--- src/sv/msct_pkg.sv ---
// Shared types and constants for the multi-slot callback timer.
package msct_pkg;

    localparam int DEF_TIMER_SLOTS = 16;
    // expiries reported per tick; later ones wait for the next tick
    localparam int MAX_EXPIRY = 16;
    localparam int EXP_CNT_W = $clog2(MAX_EXPIRY + 1);

    localparam logic [2:0] OP_SET   = 3'd0;
    localparam logic [2:0] OP_DEL   = 3'd1;
    localparam logic [2:0] OP_RESET = 3'd2;
    localparam logic [2:0] OP_STOP  = 3'd3;
    localparam logic [2:0] OP_START = 3'd4;
    localparam logic [2:0] OP_TICK  = 3'd5;
    localparam logic [2:0] OP_QUERY = 3'd6;

    localparam logic [1:0] MODE_ONCE         = 2'd0;
    localparam logic [1:0] MODE_PERIODIC     = 2'd1;
    localparam logic [1:0] MODE_PERIODIC_IMM = 2'd2;

    localparam logic [1:0] RESET_RESTART = 2'd1;

    localparam logic [1:0] STATUS_OK    = 2'd0;
    localparam logic [1:0] STATUS_FULL  = 2'd1;
    localparam logic [1:0] STATUS_RANGE = 2'd2;

    localparam logic KIND_REPLY  = 1'b0;
    localparam logic KIND_EXPIRY = 1'b1;

    typedef enum logic [2:0] {
        ST_IDLE,
        ST_SCAN,
        ST_CMD_RD,
        ST_CMD_EXEC,
        ST_TICK_RD,
        ST_TICK_EVAL,
        ST_FLUSH
    } state_t;

    typedef struct packed {
        logic load_cmd;
        logic idx_clr;
        logic idx_inc;
        logic rd_idx;
        logic do_set;
        logic do_full;
        logic do_cmd;
        logic do_tick;
        logic do_flush;
    } ctrl_cmd_t;

    typedef struct packed {
        logic idx_free;
        logic idx_last;
        logic out_free;
        logic tick_hold;
        logic flush_hold;
    } dp_stat_t;

endpackage

--- src/sv/multi_slot_callback_timer.sv ---
// Top level of the multi-slot callback timer pool.
//
//   channel | direction | beat contents
//   s_      | in        | opcode, slot_id, period_ms, mode_option, user_tag
//   m_      | out       | result_kind, status, slot_out, value_out, tag_out, last
//
// One command beat at a time: s_ready is high only while the sequencer is idle.
// Delete, reset, stop, start and query read the slot, then execute; set scans the
// slots upward from slot 0 and takes the first free one, or reports full.
// A tick walks every slot through the slot memories' read port, reading then
// evaluating each slot; each expiry beat waits for m_ready when stalled.
// Reset clears the valid and run marks at once; no clearing pass is needed.
module multi_slot_callback_timer #(
    parameter int TIMER_SLOTS = msct_pkg::DEF_TIMER_SLOTS
) (
    input  logic        aclk,
    input  logic        aresetn,
    input  logic        s_valid,
    output logic        s_ready,
    input  logic [2:0]  s_opcode,
    input  logic [3:0]  s_slot_id,
    input  logic [31:0] s_period_ms,
    input  logic [1:0]  s_mode_option,
    input  logic [31:0] s_user_tag,
    output logic        m_valid,
    input  logic        m_ready,
    output logic        m_result_kind,
    output logic [1:0]  m_status,
    output logic [3:0]  m_slot_out,
    output logic [31:0] m_value_out,
    output logic [31:0] m_tag_out,
    output logic        m_last
);
    import msct_pkg::*;

    ctrl_cmd_t cmd;
    dp_stat_t  stat;

    msct_ctrl u_ctrl (
        .aclk     (aclk),
        .aresetn  (aresetn),
        .s_valid  (s_valid),
        .s_ready  (s_ready),
        .s_opcode (s_opcode),
        .stat     (stat),
        .cmd      (cmd)
    );

    msct_dp #(
        .TIMER_SLOTS (TIMER_SLOTS)
    ) u_dp (
        .aclk          (aclk),
        .aresetn       (aresetn),
        .cmd           (cmd),
        .stat          (stat),
        .s_opcode      (s_opcode),
        .s_slot_id     (s_slot_id),
        .s_period_ms   (s_period_ms),
        .s_mode_option (s_mode_option),
        .s_user_tag    (s_user_tag),
        .m_valid       (m_valid),
        .m_ready       (m_ready),
        .m_result_kind (m_result_kind),
        .m_status      (m_status),
        .m_slot_out    (m_slot_out),
        .m_value_out   (m_value_out),
        .m_tag_out     (m_tag_out),
        .m_last        (m_last)
    );

endmodule

--- src/sv/msct_ctrl.sv ---
// Sequencer for the timer pool: command decode, free-slot scan and tick walk.
module msct_ctrl (
    input  logic               aclk,
    input  logic               aresetn,
    input  logic               s_valid,
    output logic               s_ready,
    input  logic [2:0]         s_opcode,
    input  msct_pkg::dp_stat_t stat,
    output msct_pkg::ctrl_cmd_t cmd
);
    import msct_pkg::*;

    state_t state_reg;
    state_t state_next;

    always_ff @(posedge aclk) begin
        if (!aresetn) begin
            state_reg <= ST_IDLE;
        end else begin
            state_reg <= state_next;
        end
    end

    always_comb begin
        state_next = state_reg;
        cmd        = '0;
        s_ready    = 1'b0;
        unique case (state_reg)
            ST_IDLE: begin
                s_ready = 1'b1;
                if (s_valid) begin
                    cmd.load_cmd = 1'b1;
                    cmd.idx_clr  = 1'b1;
                    unique case (s_opcode)
                        OP_SET:   state_next = ST_SCAN;
                        OP_TICK:  state_next = ST_TICK_RD;
                        OP_DEL, OP_RESET, OP_STOP, OP_START, OP_QUERY:
                                  state_next = ST_CMD_RD;
                        default:  state_next = ST_IDLE;
                    endcase
                end
            end
            ST_SCAN: begin
                cmd.rd_idx = 1'b1;
                priority if (stat.idx_free) begin
                    if (stat.out_free) begin
                        cmd.do_set = 1'b1;
                        state_next = ST_IDLE;
                    end
                end else if (stat.idx_last) begin
                    if (stat.out_free) begin
                        cmd.do_full = 1'b1;
                        state_next  = ST_IDLE;
                    end
                end else begin
                    cmd.idx_inc = 1'b1;
                end
            end
            ST_CMD_RD: begin
                state_next = ST_CMD_EXEC;
            end
            ST_CMD_EXEC: begin
                if (stat.out_free) begin
                    cmd.do_cmd = 1'b1;
                    state_next = ST_IDLE;
                end
            end
            ST_TICK_RD: begin
                cmd.rd_idx = 1'b1;
                state_next = ST_TICK_EVAL;
            end
            ST_TICK_EVAL: begin
                cmd.rd_idx = 1'b1;
                if (!stat.tick_hold) begin
                    cmd.do_tick = 1'b1;
                    if (stat.idx_last) begin
                        state_next = ST_FLUSH;
                    end else begin
                        cmd.idx_inc = 1'b1;
                        state_next  = ST_TICK_RD;
                    end
                end
            end
            ST_FLUSH: begin
                if (!stat.flush_hold) begin
                    cmd.do_flush = 1'b1;
                    state_next   = ST_IDLE;
                end
            end
            default: state_next = ST_IDLE;
        endcase
    end

endmodule

--- src/sv/msct_dp.sv ---
// Slot storage, command latch, walk counter and result register of the timer pool.
module msct_dp #(
    parameter int TIMER_SLOTS = msct_pkg::DEF_TIMER_SLOTS
) (
    input  logic                aclk,
    input  logic                aresetn,
    input  msct_pkg::ctrl_cmd_t cmd,
    output msct_pkg::dp_stat_t  stat,
    input  logic [2:0]          s_opcode,
    input  logic [3:0]          s_slot_id,
    input  logic [31:0]         s_period_ms,
    input  logic [1:0]          s_mode_option,
    input  logic [31:0]         s_user_tag,
    output logic                m_valid,
    input  logic                m_ready,
    output logic                m_result_kind,
    output logic [1:0]          m_status,
    output logic [3:0]          m_slot_out,
    output logic [31:0]         m_value_out,
    output logic [31:0]         m_tag_out,
    output logic                m_last
);
    import msct_pkg::*;

    localparam int IDX_W = (TIMER_SLOTS > 1) ? $clog2(TIMER_SLOTS) : 1;

    // latched command beat
    logic [2:0]  op_reg;
    logic [3:0]  id_reg;
    logic [31:0] per_reg;
    logic [1:0]  opt_reg;
    logic [31:0] tag_reg;

    // slot flags
    logic [TIMER_SLOTS-1:0] valid_reg, valid_next;
    logic [TIMER_SLOTS-1:0] run_reg, run_next;

    // slot memories
    logic [1:0]  mode_mem [TIMER_SLOTS];
    logic [31:0] per_mem  [TIMER_SLOTS];
    logic [31:0] rem_mem  [TIMER_SLOTS];
    logic [31:0] tag_mem  [TIMER_SLOTS];
    logic [1:0]  rd_mode_reg;
    logic [31:0] rd_per_reg;
    logic [31:0] rd_rem_reg;
    logic [31:0] rd_tag_reg;

    logic [IDX_W-1:0] idx_reg, idx_next;
    logic [IDX_W-1:0] id_a;
    logic [IDX_W-1:0] addr;
    logic [EXP_CNT_W-1:0] cnt_reg, cnt_next;

    logic        we_mode, we_per, we_rem, we_tag;
    logic [1:0]  wd_mode;
    logic [31:0] wd_per, wd_rem;

    // held expiry: emitted once the next one shows whether it is the last
    logic        pend_reg, pend_next;
    logic [3:0]  pend_slot_reg, pend_slot_next;
    logic [31:0] pend_tag_reg, pend_tag_next;

    logic        out_valid_reg, out_valid_next;
    logic        out_load;
    logic        out_kind_reg, out_kind_next;
    logic [1:0]  out_status_reg, out_status_next;
    logic [3:0]  out_slot_reg, out_slot_next;
    logic [31:0] out_value_reg, out_value_next;
    logic [31:0] out_tag_reg, out_tag_next;
    logic        out_last_reg, out_last_next;

    logic in_range;
    logic active;
    logic due;
    logic expire;
    logic out_free;

    assign id_a     = IDX_W'(id_reg);
    assign addr     = cmd.rd_idx ? idx_reg : id_a;
    assign in_range = 8'(id_reg) < 8'(TIMER_SLOTS);
    assign out_free = !out_valid_reg || m_ready;

    assign active = valid_reg[idx_reg] && run_reg[idx_reg];
    assign due    = (rd_rem_reg[31:1] == 31'd0);
    assign expire = active && due && (cnt_reg < EXP_CNT_W'(MAX_EXPIRY));

    assign stat.idx_free   = !valid_reg[idx_reg];
    assign stat.idx_last   = (idx_reg == IDX_W'(TIMER_SLOTS - 1));
    assign stat.out_free   = out_free;
    assign stat.tick_hold  = expire && pend_reg && !out_free;
    assign stat.flush_hold = pend_reg && !out_free;

    always_ff @(posedge aclk) begin
        if (cmd.load_cmd) begin
            op_reg  <= s_opcode;
            id_reg  <= s_slot_id;
            per_reg <= s_period_ms;
            opt_reg <= s_mode_option;
            tag_reg <= s_user_tag;
        end
    end

    always_ff @(posedge aclk) begin
        if (we_mode) mode_mem[addr] <= wd_mode;
        if (we_per)  per_mem[addr]  <= wd_per;
        if (we_rem)  rem_mem[addr]  <= wd_rem;
        if (we_tag)  tag_mem[addr]  <= tag_reg;
        rd_mode_reg <= mode_mem[addr];
        rd_per_reg  <= per_mem[addr];
        rd_rem_reg  <= rem_mem[addr];
        rd_tag_reg  <= tag_mem[addr];
    end

    always_comb begin
        valid_next      = valid_reg;
        run_next        = run_reg;
        idx_next        = idx_reg;
        cnt_next        = cnt_reg;
        we_mode         = 1'b0;
        we_per          = 1'b0;
        we_rem          = 1'b0;
        we_tag          = 1'b0;
        wd_mode         = MODE_ONCE;
        wd_per          = per_reg;
        wd_rem          = per_reg;
        pend_next       = pend_reg;
        pend_slot_next  = pend_slot_reg;
        pend_tag_next   = pend_tag_reg;
        out_load        = 1'b0;
        out_kind_next   = KIND_REPLY;
        out_status_next = STATUS_OK;
        out_slot_next   = id_reg;
        out_value_next  = 32'd0;
        out_tag_next    = 32'd0;
        out_last_next   = 1'b1;

        if (cmd.idx_clr) begin
            idx_next = '0;
            cnt_next = '0;
        end else if (cmd.idx_inc) begin
            idx_next = idx_reg + IDX_W'(1);
        end

        if (cmd.do_set) begin
            valid_next[idx_reg] = 1'b1;
            run_next[idx_reg]   = 1'b1;
            we_mode = 1'b1;
            we_per  = 1'b1;
            we_rem  = 1'b1;
            we_tag  = 1'b1;
            wd_mode = (opt_reg > MODE_PERIODIC_IMM) ? MODE_ONCE : opt_reg;
            wd_rem  = (opt_reg == MODE_PERIODIC_IMM) ? 32'd1 : per_reg;
            out_load      = 1'b1;
            out_slot_next = 4'(idx_reg);
        end

        if (cmd.do_full) begin
            out_load        = 1'b1;
            out_status_next = STATUS_FULL;
            out_slot_next   = 4'd0;
        end

        if (cmd.do_cmd) begin
            out_load = 1'b1;
            if (!in_range) begin
                out_status_next = STATUS_RANGE;
            end else begin
                unique case (op_reg)
                    OP_DEL: begin
                        valid_next[id_a] = 1'b0;
                        run_next[id_a]   = 1'b0;
                    end
                    OP_RESET: begin
                        we_per = (per_reg != 32'd0);
                        we_rem = (opt_reg == RESET_RESTART);
                        wd_rem = (per_reg != 32'd0) ? per_reg : rd_per_reg;
                    end
                    OP_STOP: begin
                        run_next[id_a] = 1'b0;
                    end
                    OP_START: begin
                        run_next[id_a] = 1'b1;
                        we_rem = 1'b1;
                        wd_rem = rd_per_reg;
                    end
                    OP_QUERY: begin
                        out_value_next = rd_rem_reg;
                    end
                    default: begin
                        out_load = 1'b0;
                    end
                endcase
            end
        end

        if (cmd.do_tick) begin
            if (expire) begin
                if (rd_mode_reg == MODE_ONCE) begin
                    valid_next[idx_reg] = 1'b0;
                    run_next[idx_reg]   = 1'b0;
                end else begin
                    we_rem = 1'b1;
                    wd_rem = rd_per_reg;
                end
                if (pend_reg) begin
                    out_load      = 1'b1;
                    out_kind_next = KIND_EXPIRY;
                    out_slot_next = pend_slot_reg;
                    out_tag_next  = pend_tag_reg;
                    out_last_next = 1'b0;
                end
                pend_next      = 1'b1;
                pend_slot_next = 4'(idx_reg);
                pend_tag_next  = rd_tag_reg;
                cnt_next       = cnt_reg + EXP_CNT_W'(1);
            end else if (active && !due) begin
                we_rem = 1'b1;
                wd_rem = rd_rem_reg - 32'd1;
            end
        end

        if (cmd.do_flush && pend_reg) begin
            out_load      = 1'b1;
            out_kind_next = KIND_EXPIRY;
            out_slot_next = pend_slot_reg;
            out_tag_next  = pend_tag_reg;
            out_last_next = 1'b1;
            pend_next     = 1'b0;
        end

        if (out_load) begin
            out_valid_next = 1'b1;
        end else if (m_ready) begin
            out_valid_next = 1'b0;
        end else begin
            out_valid_next = out_valid_reg;
        end
    end

    always_ff @(posedge aclk) begin
        if (!aresetn) begin
            valid_reg     <= '0;
            run_reg       <= '0;
            pend_reg      <= 1'b0;
            out_valid_reg <= 1'b0;
        end else begin
            valid_reg     <= valid_next;
            run_reg       <= run_next;
            pend_reg      <= pend_next;
            out_valid_reg <= out_valid_next;
        end
    end

    always_ff @(posedge aclk) begin
        idx_reg       <= idx_next;
        cnt_reg       <= cnt_next;
        pend_slot_reg <= pend_slot_next;
        pend_tag_reg  <= pend_tag_next;
        if (out_load) begin
            out_kind_reg   <= out_kind_next;
            out_status_reg <= out_status_next;
            out_slot_reg   <= out_slot_next;
            out_value_reg  <= out_value_next;
            out_tag_reg    <= out_tag_next;
            out_last_reg   <= out_last_next;
        end
    end

    assign m_valid       = out_valid_reg;
    assign m_result_kind = out_kind_reg;
    assign m_status      = out_status_reg;
    assign m_slot_out    = out_slot_reg;
    assign m_value_out   = out_value_reg;
    assign m_tag_out     = out_tag_reg;
    assign m_last        = out_last_reg;

endmodule
--- config.mk ---
export PLATFORM = sky130hd
export DESIGN_NAME = multi_slot_callback_timer
export DESIGN_NICKNAME = d
export VERILOG_FILES = /design/src/sv/msct_pkg.sv /design/src/sv/multi_slot_callback_timer.sv /design/src/sv/msct_ctrl.sv /design/src/sv/msct_dp.sv
export SDC_FILE = /design/constraint.sdc
export NUM_CORES = 2
export LEC_CHECK = 0
export BUFFER_PORTS_ARGS = -buffer_cell sky130_fd_sc_hd__clkbuf_2
export CAP_MARGIN = 25
export CORE_ASPECT_RATIO = 1.75
export CORE_MARGIN = 2
export CORE_UTILIZATION = 56
export CTS_CLUSTER_DIAMETER = 120
export DETAILED_ROUTE_END_ITERATION = 12
export PLACE_DENSITY_LB_ADDON = 0.1
export SLEW_MARGIN = 20
export SYNTH_ARGS = -nofsm -noshare
export SYNTH_HDL_FRONTEND = slang
export SYNTH_HIERARCHICAL = 1
export SYNTH_SLANG_ARGS = --single-unit
--- constraint.sdc ---
create_clock -name aclk -period 5 [get_ports aclk]
set_input_delay 0.25 -clock aclk [delete_from_list [all_inputs] [get_ports aclk]]
set_output_delay 0.25 -clock aclk [all_outputs]
set_load 0.01 [all_outputs]
==> impl_table.tex <==
\begin{tabular}{lr}
\hline
Metric & Value \\
\hline
\multicolumn{2}{l}{\textbf{GRT}} \\
Overflow left after global routing & 0 \\
Largest net degree at the start of global routing & 120 \\
Vias in the first global route & 38,900 \\
Number of antenna violations at the first check in global routing & 7 \\
Global-route wire length before repair & 260 mm \\
Overall Global Routing Usage & 27.7\% \\
\multicolumn{2}{l}{\textbf{Logic synthesis}} \\
Number of distinct library cells after synthesis & 72 \\
Synthesized netlist net count & 3,804 \\
Synth Cell Area & 71,800 um\^{}2 \\
Number of warnings printed during yosys synthesis & 6 \\
Cell count after synthesis & 3,721 \\
Dominant synthesized flop cell & sky130\_fd\_sc\_hd\_\_edfxtp\_1 \\
Sequential fraction of the synthesis area & 77.1\% \\
Count of flip-flops with a built-in enable after synthesis & 1,748 \\
Fraction of synthesis flops using an asynchronous set or reset pin & 0\% \\
Synthesized area per cell & 19.3 um\^{}2 \\
Flops \& latches, synth & 1,892 \\
\multicolumn{2}{l}{\textbf{CTS}} \\
Total number of H-tree levels & 4 \\
Clock tree from TritonCTS & done \\
Worst-path clk slew & 0.07 ns \\
Longest Clk Path Bufs & 3 \\
Clock latency of the later-clocked register in the worst-skew pair & 0.80 ns \\
Clk sinks & 1,892 \\
Inserted Clock Buffers & 161 \\
Number of setup buffers added after CTS & 0 \\
Clock root buffer & sky130\_fd\_sc\_hd\_\_clkbuf\_16 \\
\multicolumn{2}{l}{\textbf{Final layout}} \\
Largest registers & u\_dp/per\_mem: 512 flops, u\_dp/rem\_mem: 512 flops, u\_dp/tag\_mem: 512 flops \\
Post-route core utilization & 64.4\% \\
Area occupied by registers & 55,400 um\^{}2 \\
P\&R area growth vs syn & 14.0\% \\
Layout fillers & 8,580 \\
Share of layout cells above drive strength 1 & 24.5\% \\
Final net count & 4,140 \\
Total area of multi-input combinational cells & 16,000 um\^{}2 \\
\multicolumn{2}{l}{\textbf{Detailed routing}} \\
Detail-routed via count per cell & 6.32 \\
Number of antenna-violating nets in the routed design & 0 \\
Vias post-DR & 37,000 \\
Drt drc & 0 \\
Final wirelength & 178 mm \\
Average wire per cell in the routed design & 30.5 um \\
Initial DRC count & 3,783 \\
Detailed-router iteration count before antenna repair & 6 \\
\multicolumn{2}{l}{\textbf{Power}} \\
Clock power frac & 32.0\% \\
Comb pwr share & 18.6\% \\
Relative contribution of sequential cells to total power & 49.3\% \\
Total power density per cell area & 491 nW/um\^{}2 \\
Net Sw Frac & 27.3\% \\
Worst IR Drop VDD & 0.391 mV \\
Cell-internal power & 0.0292 W \\
Net switching power of the design & 0.0110 W \\
Leakage & 26.9 nW \\
\multicolumn{2}{l}{\textbf{STA}} \\
Portion of the clock cycle consumed by the worst path in the final layout & 93.5\% \\
Hold slack & 0.105 ns \\
Max Fclk & 214 MHz \\
Slew of the pin with the lowest slew margin & 1.05 ns \\
Number of failing setup endpoints in the final timing report & 0 \\
Min setup slack post-route & 0.323 ns \\
Endpoints failing hold & 0 \\
Setup repair after global routing missed its margin & no \\
Rel. slew slack & 30.3\% \\
Number of pins exceeding their max-slew limit in the final report & 0 \\
Clock Skews & 0.0318 ns \\
Setup Total Neg Slack & 0 ns \\
Shortest period the worst path allows & 4.68 ns \\
\multicolumn{2}{l}{\textbf{Setup path}} \\
Class of the most critical setup path & reg2reg \\
Critical Path RT & 5.44 ns \\
Worst-path fanout max & 19 \\
Worst Setup End Kind & flip-flop \\
Type of origin of the critical path & flip-flop \\
Data arrival at the endpoint of the critical path & 5.12 ns \\
\multicolumn{2}{l}{\textbf{Place}} \\
Detail Placement HPWL & 108 mm \\
Setup slack at placement & 0.158 ns \\
Routability Congestion & 0.815 \\
Total of buffers placed on input and output ports & 149 \\
\multicolumn{2}{l}{\textbf{Die}} \\
Die extent in x & 275 um \\
Die Span Y & 478 um \\
Area of the die & 131,000 um\^{}2 \\
Effective utilization at floorplan & 56.5\% \\
\# IOs & 151 \\
Core region area & 127,000 um\^{}2 \\
Site row count & 173 \\
\multicolumn{2}{l}{\textbf{Flow run}} \\
Max-Cap Viols & 0 \\
\multicolumn{2}{l}{\textbf{Outcome}} \\
Status & finished clean \\
\multicolumn{2}{l}{\textbf{Hold path}} \\
Worst min path class & in2reg \\
\hline
\end{tabular}
-- logic make-up (layout without fill, tap and decap cells) --
group	count (synthesis)	count (layout)	share of synthesized area [%]
AO/OA/AOI/OAI	280	280	2.59
XOR/XNOR	29	29	0.354
adder cells (fa/ha/maj)	6	6	0.104
buffers and inverters	224	693	1.37
flip-flops	1892	1892	77.1
multiplexers	420	420	12.9
other	1	3	0.00522
AND/OR/NAND/NOR	869	869	5.66
-- worst max-delay path, cell delays in order, from the launching register on --
cell	delay, ns
sky130_fd_sc_hd__dfxtp_1	0.71
sky130_fd_sc_hd__mux4_1	0.65
sky130_fd_sc_hd__a22o_2	0.28
sky130_fd_sc_hd__nor2_4	0.16
sky130_fd_sc_hd__nor2_1	0.09
sky130_fd_sc_hd__and4_1	0.22
sky130_fd_sc_hd__nor3b_1	0.35
sky130_fd_sc_hd__or3b_1	0.45
sky130_fd_sc_hd__o21ai_1	0.38
sky130_fd_sc_hd__nand3_1	0.41
sky130_fd_sc_hd__nor2_4	0.22
sky130_fd_sc_hd__buf_4	0.40
-- repair_timing --
action	4_1_cts	5_1_grt
setup endpoints to repair	0	267
hold buffers	74	0
resized for setup	0	1
hold endpoints to repair	75	0
-- final timing paths --
check	to	startpoint	cells past startpoint	slack [ns]
worst max-delay path	u_dp/rem_mem[8][16]	u_dp/idx_reg[0]	11	0.32
worst min-delay path	u_dp/m_valid	m_ready	3	0.10
worst max register to register	u_dp/rem_mem[8][16]	u_dp/idx_reg[0]	11	0.32
worst min register to register	u_dp/pend_tag_reg[25]	u_dp/rd_tag_reg[25]	0	0.40
-- metal layers --
layer / part of all wire [%] / vias up / GRT usage, %
met1: 36 / 19600 / 33.8
met5: 0.022 / - / 0
met3: 5.6 / 344 / 3.61
met4: 3.7 / 6 / 10.5
li1: - / 15600 / -
met2: 54 / 1456 / 49.9
-- final cells by class --
cell class / count / area share [%]
diodes: 2 / 0.00611
clock buffers: 203 / 5.33
clock inverters: 93 / 1.31
inverters: 10 / 0.0458
multi-input cells: 1605 / 19.5
flip-flops and latches: 1892 / 67.6
well taps: 1662 / 2.54
repair buffers: 387 / 3.66
-- power by group through the flow --
| stage | sequential (W) | clock (W) | combinational (W) |
|---|---|---|---|
| 3_3_place_gp | 0.0201 | 0 | 0.00740 |
| 3_5_place_dp | 0.0202 | 0 | 0.00749 |
| 5_1_grt | 0.0199 | 0.0136 | 0.00798 |
| 6_report | 0.0198 | 0.0129 | 0.00748 |
| 2_1_floorplan | 0.0199 | 0 | 0.00473 |
| 4_1_cts | 0.0198 | 0.0131 | 0.00757 |
-- Yosys cell counts (5+ instances only) --
library cell | number | share of area (%)
sky130_fd_sc_hd__edfxtp_1 | 1748 | 73
sky130_fd_sc_hd__nand2_1 | 450 | 2.4
sky130_fd_sc_hd__mux4_2 | 396 | 12
sky130_fd_sc_hd__dfxtp_1 | 144 | 4.0
sky130_fd_sc_hd__and3_1 | 139 | 1.2
sky130_fd_sc_hd__clkbuf_1 | 125 | 0.65
sky130_fd_sc_hd__nor2_1 | 112 | 0.59
sky130_fd_sc_hd__a31oi_1 | 105 | 0.91
sky130_fd_sc_hd__buf_2 | 60 | 0.42
sky130_fd_sc_hd__and2_1 | 38 | 0.33
sky130_fd_sc_hd__a21oi_1 | 36 | 0.25
sky130_fd_sc_hd__o22ai_1 | 31 | 0.27
sky130_fd_sc_hd__a22oi_1 | 25 | 0.26
sky130_fd_sc_hd__nand3_1 | 25 | 0.17
sky130_fd_sc_hd__o21ai_0 | 25 | 0.17
sky130_fd_sc_hd__buf_1 | 19 | 0.099
sky130_fd_sc_hd__nor4_1 | 19 | 0.17
sky130_fd_sc_hd__xnor2_1 | 19 | 0.23
sky130_fd_sc_hd__a221o_1 | 16 | 0.22
sky130_fd_sc_hd__nor3_1 | 16 | 0.11
sky130_fd_sc_hd__o221ai_1 | 16 | 0.20
sky130_fd_sc_hd__nor2b_1 | 14 | 0.12
sky130_fd_sc_hd__mux2i_1 | 11 | 0.15
sky130_fd_sc_hd__nand2b_1 | 11 | 0.096
sky130_fd_sc_hd__inv_1 | 10 | 0.052
sky130_fd_sc_hd__xor2_1 | 10 | 0.12
sky130_fd_sc_hd__ha_1 | 6 | 0.10
sky130_fd_sc_hd__buf_4 | 5 | 0.052
sky130_fd_sc_hd__mux2_2 | 5 | 0.078
sky130_fd_sc_hd__nand4_1 | 5 | 0.044
sky130_fd_sc_hd__nor3b_1 | 5 | 0.052
-- stage by stage --
step / area, um^2 / total power [W] / instances
floorplan: 71800 / 0.0246 / 3721
global placement: 75700 / 0.0275 / 5479
detailed placement: 75700 / 0.0277 / 5479
CTS: 81800 / 0.0405 / 5849
global route: 81900 / 0.0415 / 5853
finish: 81900 / 0.0402 / 5854
-- placed cells by master (no fill, tap or decap), drive strengths merged, types with 15 or more instances in the layout --
cell            n
o22ai          31
o21ai          28
xnor2          19
nor3           18
clkbuf        354
nor2b          15
bufinv         21
buf           162
and2           39
nor4           20
edfxtp       1748
nand3          26
dlygate4sd3    74
o221ai         16
and3          139
dfxtp         144
a21oi          36
a22oi          25
a31oi         105
nand2         450
inv            16
nor2          116
mux4          400
clkinv         62
a221o          16
No activity file was read; power rests on OpenSTA's default activity.
